$ cat src/design/sbeo_pkg.sv
// shared types and codes for the slot buffer with drop-oldest replacement
package sbeo_pkg;

    localparam int SLOTS_DEF = 8;

    localparam logic [1:0] ST_PLACED    = 2'd0;
    localparam logic [1:0] ST_DISPLACED = 2'd1;
    localparam logic [1:0] ST_TAKEN     = 2'd2;
    localparam logic [1:0] ST_EMPTY     = 2'd3;

    localparam logic OP_PLACE = 1'b0;
    localparam logic OP_TAKE  = 1'b1;

    typedef struct packed {
        logic        operation;
        logic [15:0] request_id;
        logic [31:0] creation_time;
    } in_item_t;

    typedef struct packed {
        logic [1:0]  status;
        logic [15:0] out_id;
        logic [31:0] out_time;
        logic        now_full;
        logic        now_empty;
    } out_item_t;

endpackage

$ cat src/design/slot_buffer_evict_oldest.sv
// slot buffer with circular placement and take pointers and drop-oldest replacement
//
// An item is taken when start is high and busy is low; exactly one result follows,
// shown for one cycle with done high, and it cannot be held off. Occupancy flags
// live in flip-flops and are cleared by reset; request ids and timestamps live in a
// single-port-write memory with a registered read, so no clearing pass is needed. A
// take on an empty buffer is answered from the idle state without a scan; a place
// into a free slot scans from the placement pointer past occupied slots; a take
// scans from the take pointer past free slots and then reads the entry out; a place
// into a full buffer runs a sweep that reads every stamp through the memory port to
// find the oldest and overwrites it. busy is low again in the cycle done is high.
module slot_buffer_evict_oldest #(
    parameter int SLOTS = sbeo_pkg::SLOTS_DEF
) (
    input  logic                 clk,
    input  logic                 rst_n,
    input  logic                 start,
    output logic                 busy,
    input  sbeo_pkg::in_item_t   item,
    output logic                 done,
    output sbeo_pkg::out_item_t  result
);

    localparam int ADDR_W = (SLOTS > 1) ? $clog2(SLOTS) : 1;
    localparam int CNT_W  = $clog2(SLOTS + 1);
    localparam int DATA_W = 48;

    typedef enum logic [2:0] {
        S_IDLE,
        S_PSCAN,
        S_TSCAN,
        S_TOUT,
        S_MIN,
        S_MDONE
    } state_t;

    state_t                 state_reg, state_next;
    sbeo_pkg::in_item_t     item_reg, item_next;
    logic [ADDR_W-1:0]      scan_reg, scan_next;
    logic [ADDR_W-1:0]      place_ptr_reg, place_ptr_next;
    logic [ADDR_W-1:0]      take_ptr_reg, take_ptr_next;
    logic [SLOTS-1:0]       busy_reg, busy_next;
    logic [CNT_W-1:0]       count_reg, count_next;
    logic [CNT_W-1:0]       idx_reg, idx_next;
    logic [ADDR_W-1:0]      best_reg, best_next;
    logic [15:0]            best_tag_reg, best_tag_next;
    logic [31:0]            best_stamp_reg, best_stamp_next;
    logic                   done_reg, done_next;
    sbeo_pkg::out_item_t    result_reg, result_next;

    logic                   mem_we;
    logic [ADDR_W-1:0]      mem_waddr;
    logic [DATA_W-1:0]      mem_wdata;
    logic [ADDR_W-1:0]      mem_raddr;
    logic [DATA_W-1:0]      rd_data_reg;
    logic [DATA_W-1:0]      mem [SLOTS];

    logic [CNT_W-1:0]       idx_m1;
    logic [ADDR_W-1:0]      cand;
    logic                   full_now;

    function automatic logic [ADDR_W-1:0] next_slot(input logic [ADDR_W-1:0] p);
        logic [ADDR_W-1:0] r;
        if (p == ADDR_W'(SLOTS - 1)) begin
            r = '0;
        end
        else begin
            r = p + ADDR_W'(1);
        end
        return r;
    endfunction

    assign idx_m1   = idx_reg - CNT_W'(1);
    assign cand     = idx_m1[ADDR_W-1:0];
    assign full_now = (count_reg == CNT_W'(SLOTS));

    always_comb
    begin
        state_next      = state_reg;
        item_next       = item_reg;
        scan_next       = scan_reg;
        place_ptr_next  = place_ptr_reg;
        take_ptr_next   = take_ptr_reg;
        busy_next       = busy_reg;
        count_next      = count_reg;
        idx_next        = idx_reg;
        best_next       = best_reg;
        best_tag_next   = best_tag_reg;
        best_stamp_next = best_stamp_reg;
        done_next       = 1'b0;
        result_next     = result_reg;
        mem_we          = 1'b0;
        mem_waddr       = scan_reg;
        mem_wdata       = {item_reg.request_id, item_reg.creation_time};
        mem_raddr       = scan_reg;

        case (state_reg)
            S_IDLE:
            begin
                if (start)
                begin
                    item_next = item;
                    if (item.operation == sbeo_pkg::OP_PLACE)
                    begin
                        if (full_now)
                        begin
                            idx_next   = '0;
                            state_next = S_MIN;
                        end
                        else
                        begin
                            scan_next  = place_ptr_reg;
                            state_next = S_PSCAN;
                        end
                    end
                    else if (count_reg == '0)
                    begin
                        done_next             = 1'b1;
                        result_next.status    = sbeo_pkg::ST_EMPTY;
                        result_next.out_id    = '0;
                        result_next.out_time  = '0;
                        result_next.now_full  = 1'b0;
                        result_next.now_empty = 1'b1;
                    end
                    else
                    begin
                        scan_next  = take_ptr_reg;
                        state_next = S_TSCAN;
                    end
                end
            end
            S_PSCAN:
            begin
                if (!busy_reg[scan_reg])
                begin
                    mem_we                = 1'b1;
                    busy_next[scan_reg]   = 1'b1;
                    place_ptr_next        = next_slot(scan_reg);
                    count_next            = count_reg + CNT_W'(1);
                    done_next             = 1'b1;
                    result_next.status    = sbeo_pkg::ST_PLACED;
                    result_next.out_id    = '0;
                    result_next.out_time  = '0;
                    result_next.now_full  = (count_reg == CNT_W'(SLOTS - 1));
                    result_next.now_empty = 1'b0;
                    state_next            = S_IDLE;
                end
                else
                begin
                    scan_next = next_slot(scan_reg);
                end
            end
            S_TSCAN:
            begin
                // the read issued here returns in the next cycle
                if (busy_reg[scan_reg])
                begin
                    busy_next[scan_reg] = 1'b0;
                    take_ptr_next       = next_slot(scan_reg);
                    count_next          = count_reg - CNT_W'(1);
                    state_next          = S_TOUT;
                end
                else
                begin
                    scan_next = next_slot(scan_reg);
                end
            end
            S_TOUT:
            begin
                done_next             = 1'b1;
                result_next.status    = sbeo_pkg::ST_TAKEN;
                result_next.out_id    = rd_data_reg[DATA_W-1:32];
                result_next.out_time  = rd_data_reg[31:0];
                result_next.now_full  = 1'b0;
                result_next.now_empty = (count_reg == '0);
                state_next            = S_IDLE;
            end
            S_MIN:
            begin
                // read slot idx while comparing the stamp of slot idx-1
                mem_raddr = idx_reg[ADDR_W-1:0];
                if (idx_reg != '0)
                begin
                    if ((idx_reg == CNT_W'(1)) || (rd_data_reg[31:0] < best_stamp_reg))
                    begin
                        best_next       = cand;
                        best_tag_next   = rd_data_reg[DATA_W-1:32];
                        best_stamp_next = rd_data_reg[31:0];
                    end
                end
                if (idx_reg == CNT_W'(SLOTS))
                begin
                    state_next = S_MDONE;
                end
                else
                begin
                    idx_next = idx_reg + CNT_W'(1);
                end
            end
            S_MDONE:
            begin
                mem_we                = 1'b1;
                mem_waddr             = best_reg;
                done_next             = 1'b1;
                result_next.status    = sbeo_pkg::ST_DISPLACED;
                result_next.out_id    = best_tag_reg;
                result_next.out_time  = best_stamp_reg;
                result_next.now_full  = 1'b1;
                result_next.now_empty = 1'b0;
                state_next            = S_IDLE;
            end
            default:
            begin
                state_next = S_IDLE;
            end
        endcase
    end

    always_ff @(posedge clk or negedge rst_n)
    begin
        if (!rst_n)
        begin
            state_reg      <= S_IDLE;
            place_ptr_reg  <= '0;
            take_ptr_reg   <= '0;
            busy_reg       <= '0;
            count_reg      <= '0;
            idx_reg        <= '0;
            done_reg       <= 1'b0;
        end
        else
        begin
            state_reg      <= state_next;
            place_ptr_reg  <= place_ptr_next;
            take_ptr_reg   <= take_ptr_next;
            busy_reg       <= busy_next;
            count_reg      <= count_next;
            idx_reg        <= idx_next;
            done_reg       <= done_next;
        end
    end

    always_ff @(posedge clk)
    begin
        item_reg       <= item_next;
        scan_reg       <= scan_next;
        best_reg       <= best_next;
        best_tag_reg   <= best_tag_next;
        best_stamp_reg <= best_stamp_next;
        result_reg     <= result_next;
    end

    // id and stamp store
    always_ff @(posedge clk)
    begin
        if (mem_we)
        begin
            mem[mem_waddr] <= mem_wdata;
        end
        rd_data_reg <= mem[mem_raddr];
    end

    assign busy   = (state_reg != S_IDLE);
    assign done   = done_reg;
    assign result = result_reg;

`ifndef SYNTHESIS
    a_count_matches: assert property (@(posedge clk) disable iff (!rst_n)
        count_reg == CNT_W'($countones(busy_reg)))
        else $error("occupancy count out of step with slot flags");

    a_done_idle: assert property (@(posedge clk) disable iff (!rst_n)
        done_reg |-> (state_reg == S_IDLE))
        else $error("result shown while an item is still at work");

    a_displace_full: assert property (@(posedge clk) disable iff (!rst_n)
        (done_reg && (result_reg.status == sbeo_pkg::ST_DISPLACED)) |-> result_reg.now_full)
        else $error("displacing place without a full buffer");

    a_take_not_full: assert property (@(posedge clk) disable iff (!rst_n)
        (done_reg && (result_reg.status == sbeo_pkg::ST_TAKEN)) |-> !result_reg.now_full)
        else $error("buffer still full after a take");
`endif

endmodule

$ cat config.mk
export PLATFORM = sky130hd
export DESIGN_NAME = slot_buffer_evict_oldest
export DESIGN_NICKNAME = d
export VERILOG_FILES = /design/src/design/sbeo_pkg.sv /design/src/design/slot_buffer_evict_oldest.sv
export SDC_FILE = /design/constraint.sdc
export NUM_CORES = 1
export LEC_CHECK = 0
export BUFFER_PORTS_ARGS = -buffer_cell sky130_fd_sc_hd__clkbuf_2
export CORE_ASPECT_RATIO = 0.7
export CORE_MARGIN = 4
export CORE_UTILIZATION = 65
export CTS_CLUSTER_SIZE = 12
export DETAILED_ROUTE_END_ITERATION = 16
export PLACE_DENSITY = 0.88
export SETUP_SLACK_MARGIN = 0.5
export SYNTH_ARGS = -nofsm -noshare
export SYNTH_HDL_FRONTEND = slang
export SYNTH_SLANG_ARGS = --single-unit
export TNS_END_PERCENT = 10
$ cat constraint.sdc
create_clock -name clk -period 16.1 [get_ports clk]
set_input_delay 3.22 -clock clk [delete_from_list [all_inputs] [get_ports clk]]
set_output_delay 3.22 -clock clk [all_outputs]
set_load 0.02 [all_outputs]
==> out/results.tsv, run 1 <==
stage	metric	value	unit
clock_tree	Setup Fix Bufs, Post-CTS	0	
clock_tree	level count of the clock H-tree	2	
die	Top Ports	106	
clock_tree	CTS tree	built	
timing	RSZ-0062 raised after global routing	false	
worst_setup_path	Critical Path RT	12880	ps
yosys	Avg Inst Size Synth	20.0	um^2
yosys	top_reg_cell synth	edfxtp_1	
worst_setup_path	CP arrival	1890	ps
die	Die Height	166	um
clock_tree	Post-CTS Hold Buffers	0	
worst_setup_path	CP max FO	17	
power_and_ir_drop	PD cells	184	nW/um^2
placed_design	port bufs	105	
worst_setup_path	Worst Path Class, Setup	reg2out	
route	number of DRC markers in iteration 0	1613	
yosys	post-synthesis cell count	1153	
clock_tree	deepest clock path buffer count	3	
grt	initial antenna violation count	1	
timing	Worst Clk Skew	16.6	ps
route	# DRC	0	
grt	pin count of the biggest net entering global routing	76	
yosys	synth unique cells	59	
route	drt pass-1 iters	7	
final_layout	share of post-route cells with drive strength above 1	26.5	%
yosys	Syn Std Cell Area	23100	um^2
yosys	asr flop ratio synth	4.25	%
grt	GR Util met2	42.6	%
placed_design	placer congestion estimate	0.849	
grt	GRT overflow	0	
yosys	Seq/Total Area, Yosys	77.1	%
yosys	synth warn	0	
die	row cnt	57	
power_and_ir_drop	Pwr Total	4.78	mW
clock_tree	post-CTS sizing	0	
final_layout	layout net count	1384	
yosys	Post-synth EDFFs	538	
timing	Slew Limit Fails	0	
clock_tree	clk sinks	612	
route	Via-to-Cell Ratio	6.47	
grt	GRT busiest layer	met2	
clock_tree	root buffer cell	clkbuf_16	
die	core area	34900	um^2
clock_tree	cts bufs inserted	57	
final_layout	max reg flops	384	
run	Max Cap Viol	0	
die	starting density of the core	66.1	%
power_and_ir_drop	Leakage	8.90	nW
yosys	FF+latch count, synth	612	
final_layout	# diodes	0	
grt	met1 usage	35.7	%
timing	Slew headroom	25.4	%
timing	Fmax achieved	196	MHz
grt	grt met3 use	5.86	%
timing	final setup vio count	0	
timing	post-route clock period utilization	31.8	%
die	die width	233	um
min_path	Hold Path Class	reg2reg	
placed_design	dpl hpwl	27.1	mm
final_layout	area growth from synthesis to layout	12.5	%
worst_setup_path	CP startpoint kind	flop	
final_layout	final core utilization	74.4	%
worst_setup_path	Critical Path End Type	output port	
route	DRT antenna net count	0	
route	WL per Instance	27.4	um
grt	first-pass GRT wire length	74.5	mm
timing	Fin. Hold Viols	0	
route	wire length after detailed routing	49.7	mm
clock_tree	clock-pin slew on the worst setup and hold paths	60	ps
grt	vias in the first global route	12100	
timing	pin slew with the least headroom to its limit	1110	ps
grt	all-layer global routing usage	26.3	%
timing	minimum clock period	5110	ps
yosys	post-synth net total	1244	
die	Die Area	38600	um^2
route	Via Count	11700	
run_status	status	complete, no violations	
power_and_ir_drop	worst vdd ir	0.117	mV
timing	Setup Total Neg Slack	0	ps
clock_tree	Clk Latency, worst-skew pair	590	ps
==> cell type report <==
| cell class | instances | area (um^2) |
|---|---|---|
| flip-flops and latches | 612 | 17800 |
| fillers | 1781 | 8940 |
| multi-input cells | 447 | 5020 |
| clock buffers | 103 | 1620 |
| repair buffers | 126 | 683 |
| well taps | 472 | 591 |
| inverters | 49 | 184 |
| clock inverters | 4 | 70.1 |
==> metrics by stage <==
stage / instance area [um^2] / instances / hold slack, ps / worst slack, ps
after floorplan: 23100 / 1153 / 409 / 9430
after global placement: 24200 / 1706 / 413 / 10820
after detailed placement: 24200 / 1706 / 425 / 10770
after CTS: 25900 / 1813 / 439 / 11000
after global routing: 25900 / 1813 / 439 / 10860
final: 25900 / 1813 / 441 / 10990
==> final timing paths <==
check	start	end	cells after the start	slack, ps
worst max-delay path	state_reg[2]	busy	3	10990
max in group asynchronous	rst_n	asynchronous set/reset pin	1	12940
min in group asynchronous	rst_n	done	1	2690
worst min-delay path	rd_data_reg[41]	best_tag_reg[9]	0	440
worst max register to register	scan_reg[0]	mem[3][45]	6	11460
worst min register to register	rd_data_reg[41]	best_tag_reg[9]	0	440
==> cells in the final DEF (no fill, tap or decap), types with 3 or more instances in the layout <==
cell type,instances
clkbuf_16,58
nand2b_1,3
o41ai_1,7
nor2_1,14
mux2_2,55
nand3_1,8
o211ai_1,3
xnor2_1,5
inv_1,48
nor4_1,3
a21oi_1,14
dfxtp_1,48
o221ai_1,3
ha_1,38
dfrtp_1,26
o21a_1,6
o22ai_4,4
mux2i_4,3
clkbuf_2,105
and4_1,3
nand4_1,5
a21o_1,3
o21ai_0,50
buf_4,21
a22o_1,17
mux2i_1,7
o32ai_4,3
nor2b_1,3
edfxtp_1,538
nand2_1,54
clkbuf_1,45
mux4_2,96
nor3b_1,4
==> report_power, final <==
part | switching [mW] | internal (mW)
registers | 0.200 | 2.09
logic | 0.715 | 0.527
clock network | 0.551 | 0.693
total | 1.47 | 3.31
==> critical path: stages, from the launching register on <==
cell and delay (ps):
dfrtp_1 780, nor2_1 190, nand2_1 150, clkbuf_2 180
==> synthesized netlist by cell type, types with 2 or more instances <==
cell type	number	area, um^2
edfxtp_1	538	16200
mux4_2	96	2160
mux2_2	55	619
nand2_1	54	203
o21ai_0	51	255
inv_1	49	184
dfxtp_1	48	961
ha_1	38	475
dfrtp_1	26	651
clkbuf_1	22	82.6
a22o_1	17	149
buf_2	15	75.1
nor2_1	15	56.3
a21oi_1	14	70.1
mux2i_1	8	80.1
nand3_1	8	40.0
o41ai_1	7	61.3
buf_6	6	67.6
o21a_1	6	45.0
o22ai_1	6	37.5
nand4_1	5	31.3
xnor2_1	5	43.8
nor3b_1	4	30.0
o32ai_1	4	35.0
a21o_1	3	22.5
and4_1	3	26.3
nand2b_1	3	18.8
nor2b_1	3	18.8
nor3_1	3	15.0
nor4_1	3	18.8
o211ai_1	3	22.5
o221ai_1	3	26.3
a211o_1	2	17.5
a221o_1	2	20.0
and2_1	2	12.5
nand3b_1	2	15.0
xor2_1	2	17.5
==> per-layer routing <==
layer / up-vias / share of wire (%)
met5: - / 0.022
met4: 2 / 4.0
met3: 153 / 9.2
met2: 695 / 50
met1: 5979 / 37
li1: 4904 / -
==> logic make-up after synthesis <==
group           synth area share, %
compound gates                 3.68
xor+xnor                      0.266
fa+ha+maj                      2.15
buf+inv                        1.82
flops                          77.1
mux                            12.6
simple gates                   2.44
(Power assumes the default switching activity.)
==> run 2, diff against run 1 <==
- ABC_AREA: default -> 1
- CORE_UTILIZATION: 65 -> 55
- PLACE_DENSITY: 0.88 -> 0.79
- clock period: 16.1 -> 4.35 ns (I/O delays scaled with it)
==> run 2 against run 1 <==
Die area up 23%. Flip-flop and latch count unchanged. Synthesized cell count up 67%. Via count up 25%. Non-clock buffer count up 5. Final cell count up 47%. Register-to-register slack worse by 10000 ps. Count of clock-buffer cells in the layout unchanged. Utilization down 11 points. Hold slack worse by 160 ps. Power rose to 3.9 times the previous value. Clock power rose to 3.8 times the previous value.
==> out/results.tsv, run 2 <==
stage	metric	value	unit
yosys	area share of the largest cell type after synthesis	66.9	%
die	Die Area	47400	um^2
clock_tree	Setup Fix Bufs, Post-CTS	0	
grt	pin count of the biggest net entering global routing	186	
worst_setup_path	CP startpoint kind	flop	
route	# DRC	0	
die	die width	258	um
clock_tree	cts bufs inserted	58	
power_and_ir_drop	PD cells	682	nW/um^2
die	Top Ports	106	
timing	RSZ-0062 raised after global routing	false	
timing	post-route clock period utilization	76.6	%
yosys	count leader, synth	edfxtp_1	
worst_setup_path	crit path max-delay cell type	buf_4	
placed_design	port bufs	105	
run	Max Cap Viol	0	
worst_setup_path	CP top delay family	simple AND/OR/NAND/NOR gates	
timing	Slew Limit Fails	0	
die	core area	42900	um^2
route	Via-to-Cell Ratio	5.49	
yosys	Post-synth EDFFs	538	
worst_setup_path	Worst path most repeated cell	nand2_1	
die	starting density of the core	56.3	%
power_and_ir_drop	Pwr Total	18.5	mW
yosys	Avg Inst Size Synth	12.5	um^2
clock_tree	CTS tree	built	
route	DRT antenna net count	0	
placed_design	dpl hpwl	28.9	mm
route	number of DRC markers in iteration 0	1461	
worst_setup_path	Worst Path Class, Setup	reg2reg	
placed_design	placer congestion estimate	0.918	
final_layout	fillers	3069	
timing	Setup Total Neg Slack	0	ps
timing	pin slew with the least headroom to its limit	1090	ps
yosys	top_reg_cell synth	edfxtp_1	
grt	vias in the first global route	14100	
route	Via Count	14600	
timing	Fmax achieved	300	MHz
timing	Fin. Hold Viols	0	
worst_setup_path	Critical Path End Type	flop	
final_layout	final core utilization	63.1	%
worst_setup_path	CP max FO	48	
clock_tree	level count of the clock H-tree	2	
worst_setup_path	CP cell instances	inv_1 > nor3_1 > nand2_1 > nand2_1 > nor2_1 > nand2_1 > inv_1 > nand2_1 > nand2_1 > nand2_1 > nor2_4 > buf_4	
min_path	Hold Path Class	in2async	
power_and_ir_drop	worst vdd ir	0.433	mV
final_layout	final instance area	27100	um^2
yosys	synth warn	0	
run_status	status	complete, no violations	
worst_setup_path	CP arrival	3560	ps
timing	Slew headroom	27.5	%
worst_setup_path	slowest stage delay, CP	660	ps
route	WL per Instance	18.4	um
worst_setup_path	Buf/Inv on CP	3	
final_layout	share of post-route cells with drive strength above 1	10.5	%
yosys	FF+latch count, synth	612	
yosys	post-synth net total	2020	
yosys	Synth top cells by count	edfxtp_1, inv_1, nand2_1	
grt	first-pass GRT wire length	76.6	mm
yosys	biggest area consumer among synthesized cells	edfxtp_1	
grt	GRT overflow	0	
timing	minimum clock period	3330	ps
yosys	synth unique cells	33	
placed_design	placed cell areas	25300	um^2
final_layout	most common cell after layout, fill and taps aside	edfxtp_1	
route	wire length after detailed routing	49.0	mm
die	row cnt	63	
clock_tree	Post-CTS Hold Buffers	0	
clock_tree	deepest clock path buffer count	3	
final_layout	area growth from synthesis to layout	12.1	%
grt	initial antenna violation count	1	
yosys	asr flop ratio synth	4.25	%
grt	all-layer global routing usage	20.4	%
power_and_ir_drop	Leakage	10.4	nW
route	drt pass-1 iters	7	
final_layout	layout net count	2122	
final_layout	max reg flops	384	
yosys	post-synthesis cell count	1929	
yosys	Syn Std Cell Area	24100	um^2
clock_tree	clock-pin slew on the worst setup and hold paths	60	ps
worst_setup_path	Critical Path RT	4580	ps
clock_tree	post-CTS sizing	0	
yosys	top cells by area, synth	edfxtp_1, inv_1, o21ai_0, dfxtp_1, nand2_1	
timing	Worst Clk Skew	13.0	ps
final_layout	# diodes	0	
final_layout	most frequent cells in the layout	edfxtp_1, inv_1, nand2_1, o21ai_0, a21oi_1	
clock_tree	Clk Latency, worst-skew pair	610	ps
clock_tree	root buffer cell	clkbuf_16	
die	Die Height	183	um
timing	final setup vio count	0	
clock_tree	clk sinks	612	
yosys	Seq/Total Area, Yosys	73.6	%
-- run 2: changes by cell type in the layout (fill, tap and decap cells not counted), moves of 46 or more --
cell      delta
mux2_2      -55
a21oi_1    +100
inv_1      +263
o211ai_1    +46
nand2_1    +177
o21ai_0    +176
nor2_1      +61
mux4_2      -96
o21ai_1     +65
-- run 2: area by class of cell --
cell class / count / area [um^2] / share of cell area (%)
clock inverters: 6 / 81.3 / 0.300
inverters: 312 / 1170 / 4.34
clock buffers: 103 / 1680 / 6.21
multi-input cells: 916 / 4860 / 18.0
well taps: 585 / 732 / 2.70
flip-flops and latches: 612 / 17800 / 65.6
repair buffers: 131 / 771 / 2.85
-- run 2: final timing paths --
check	from	to	slack, ps	cells after the start
worst max-delay path	scan_reg[0]	mem[2][20]	1020	12
worst min-delay path	rst_n	take_ptr_reg[1]	280	1
worst max register to register	scan_reg[0]	mem[2][20]	1020	12
worst min register to register	rd_data_reg[44]	best_tag_reg[12]	440	0
max in group asynchronous	rst_n	asynchronous set/reset pin	3650	1
min in group clk	item[35]	item_reg[35]	430	1
-- run 2: cells by family after synthesis --
logic type	after synthesis	synth area share [%]
simple gates	372	6.21
flops	612	73.6
buf+inv	401	6.75
xor+xnor	6	0.218
fa+ha+maj	39	2.05
compound gates	499	11.2
-- run 2: routing by layer --
| metal | global-route usage [%] | vias to the layer above | routed length, um |
|---|---|---|---|
| met4 | 5.42 | 0 | 966 |
| met3 | 3.82 | 93 | 4270 |
| met5 | 0 | - | 0 |
| li1 | - | 6915 | - |
| met2 | 31.7 | 565 | 22100 |
| met1 | 30.3 | 7052 | 21700 |
-- run 2: power by group --
| part | internal [mW] | switching, mW |
|---|---|---|
| clock | 2.61 | 2.06 |
| sequential | 7.77 | 0.780 |
| combinational | 1.54 | 3.71 |
-- run 2: stage by stage --
step	hold WS, ps	cells	setup slack (ps)
floorplan	408	1929	226
global placement	415	2556	1320
detailed placement	423	2556	1150
CTS	279	2665	1110
global route	326	2665	778
finish	284	2665	1020
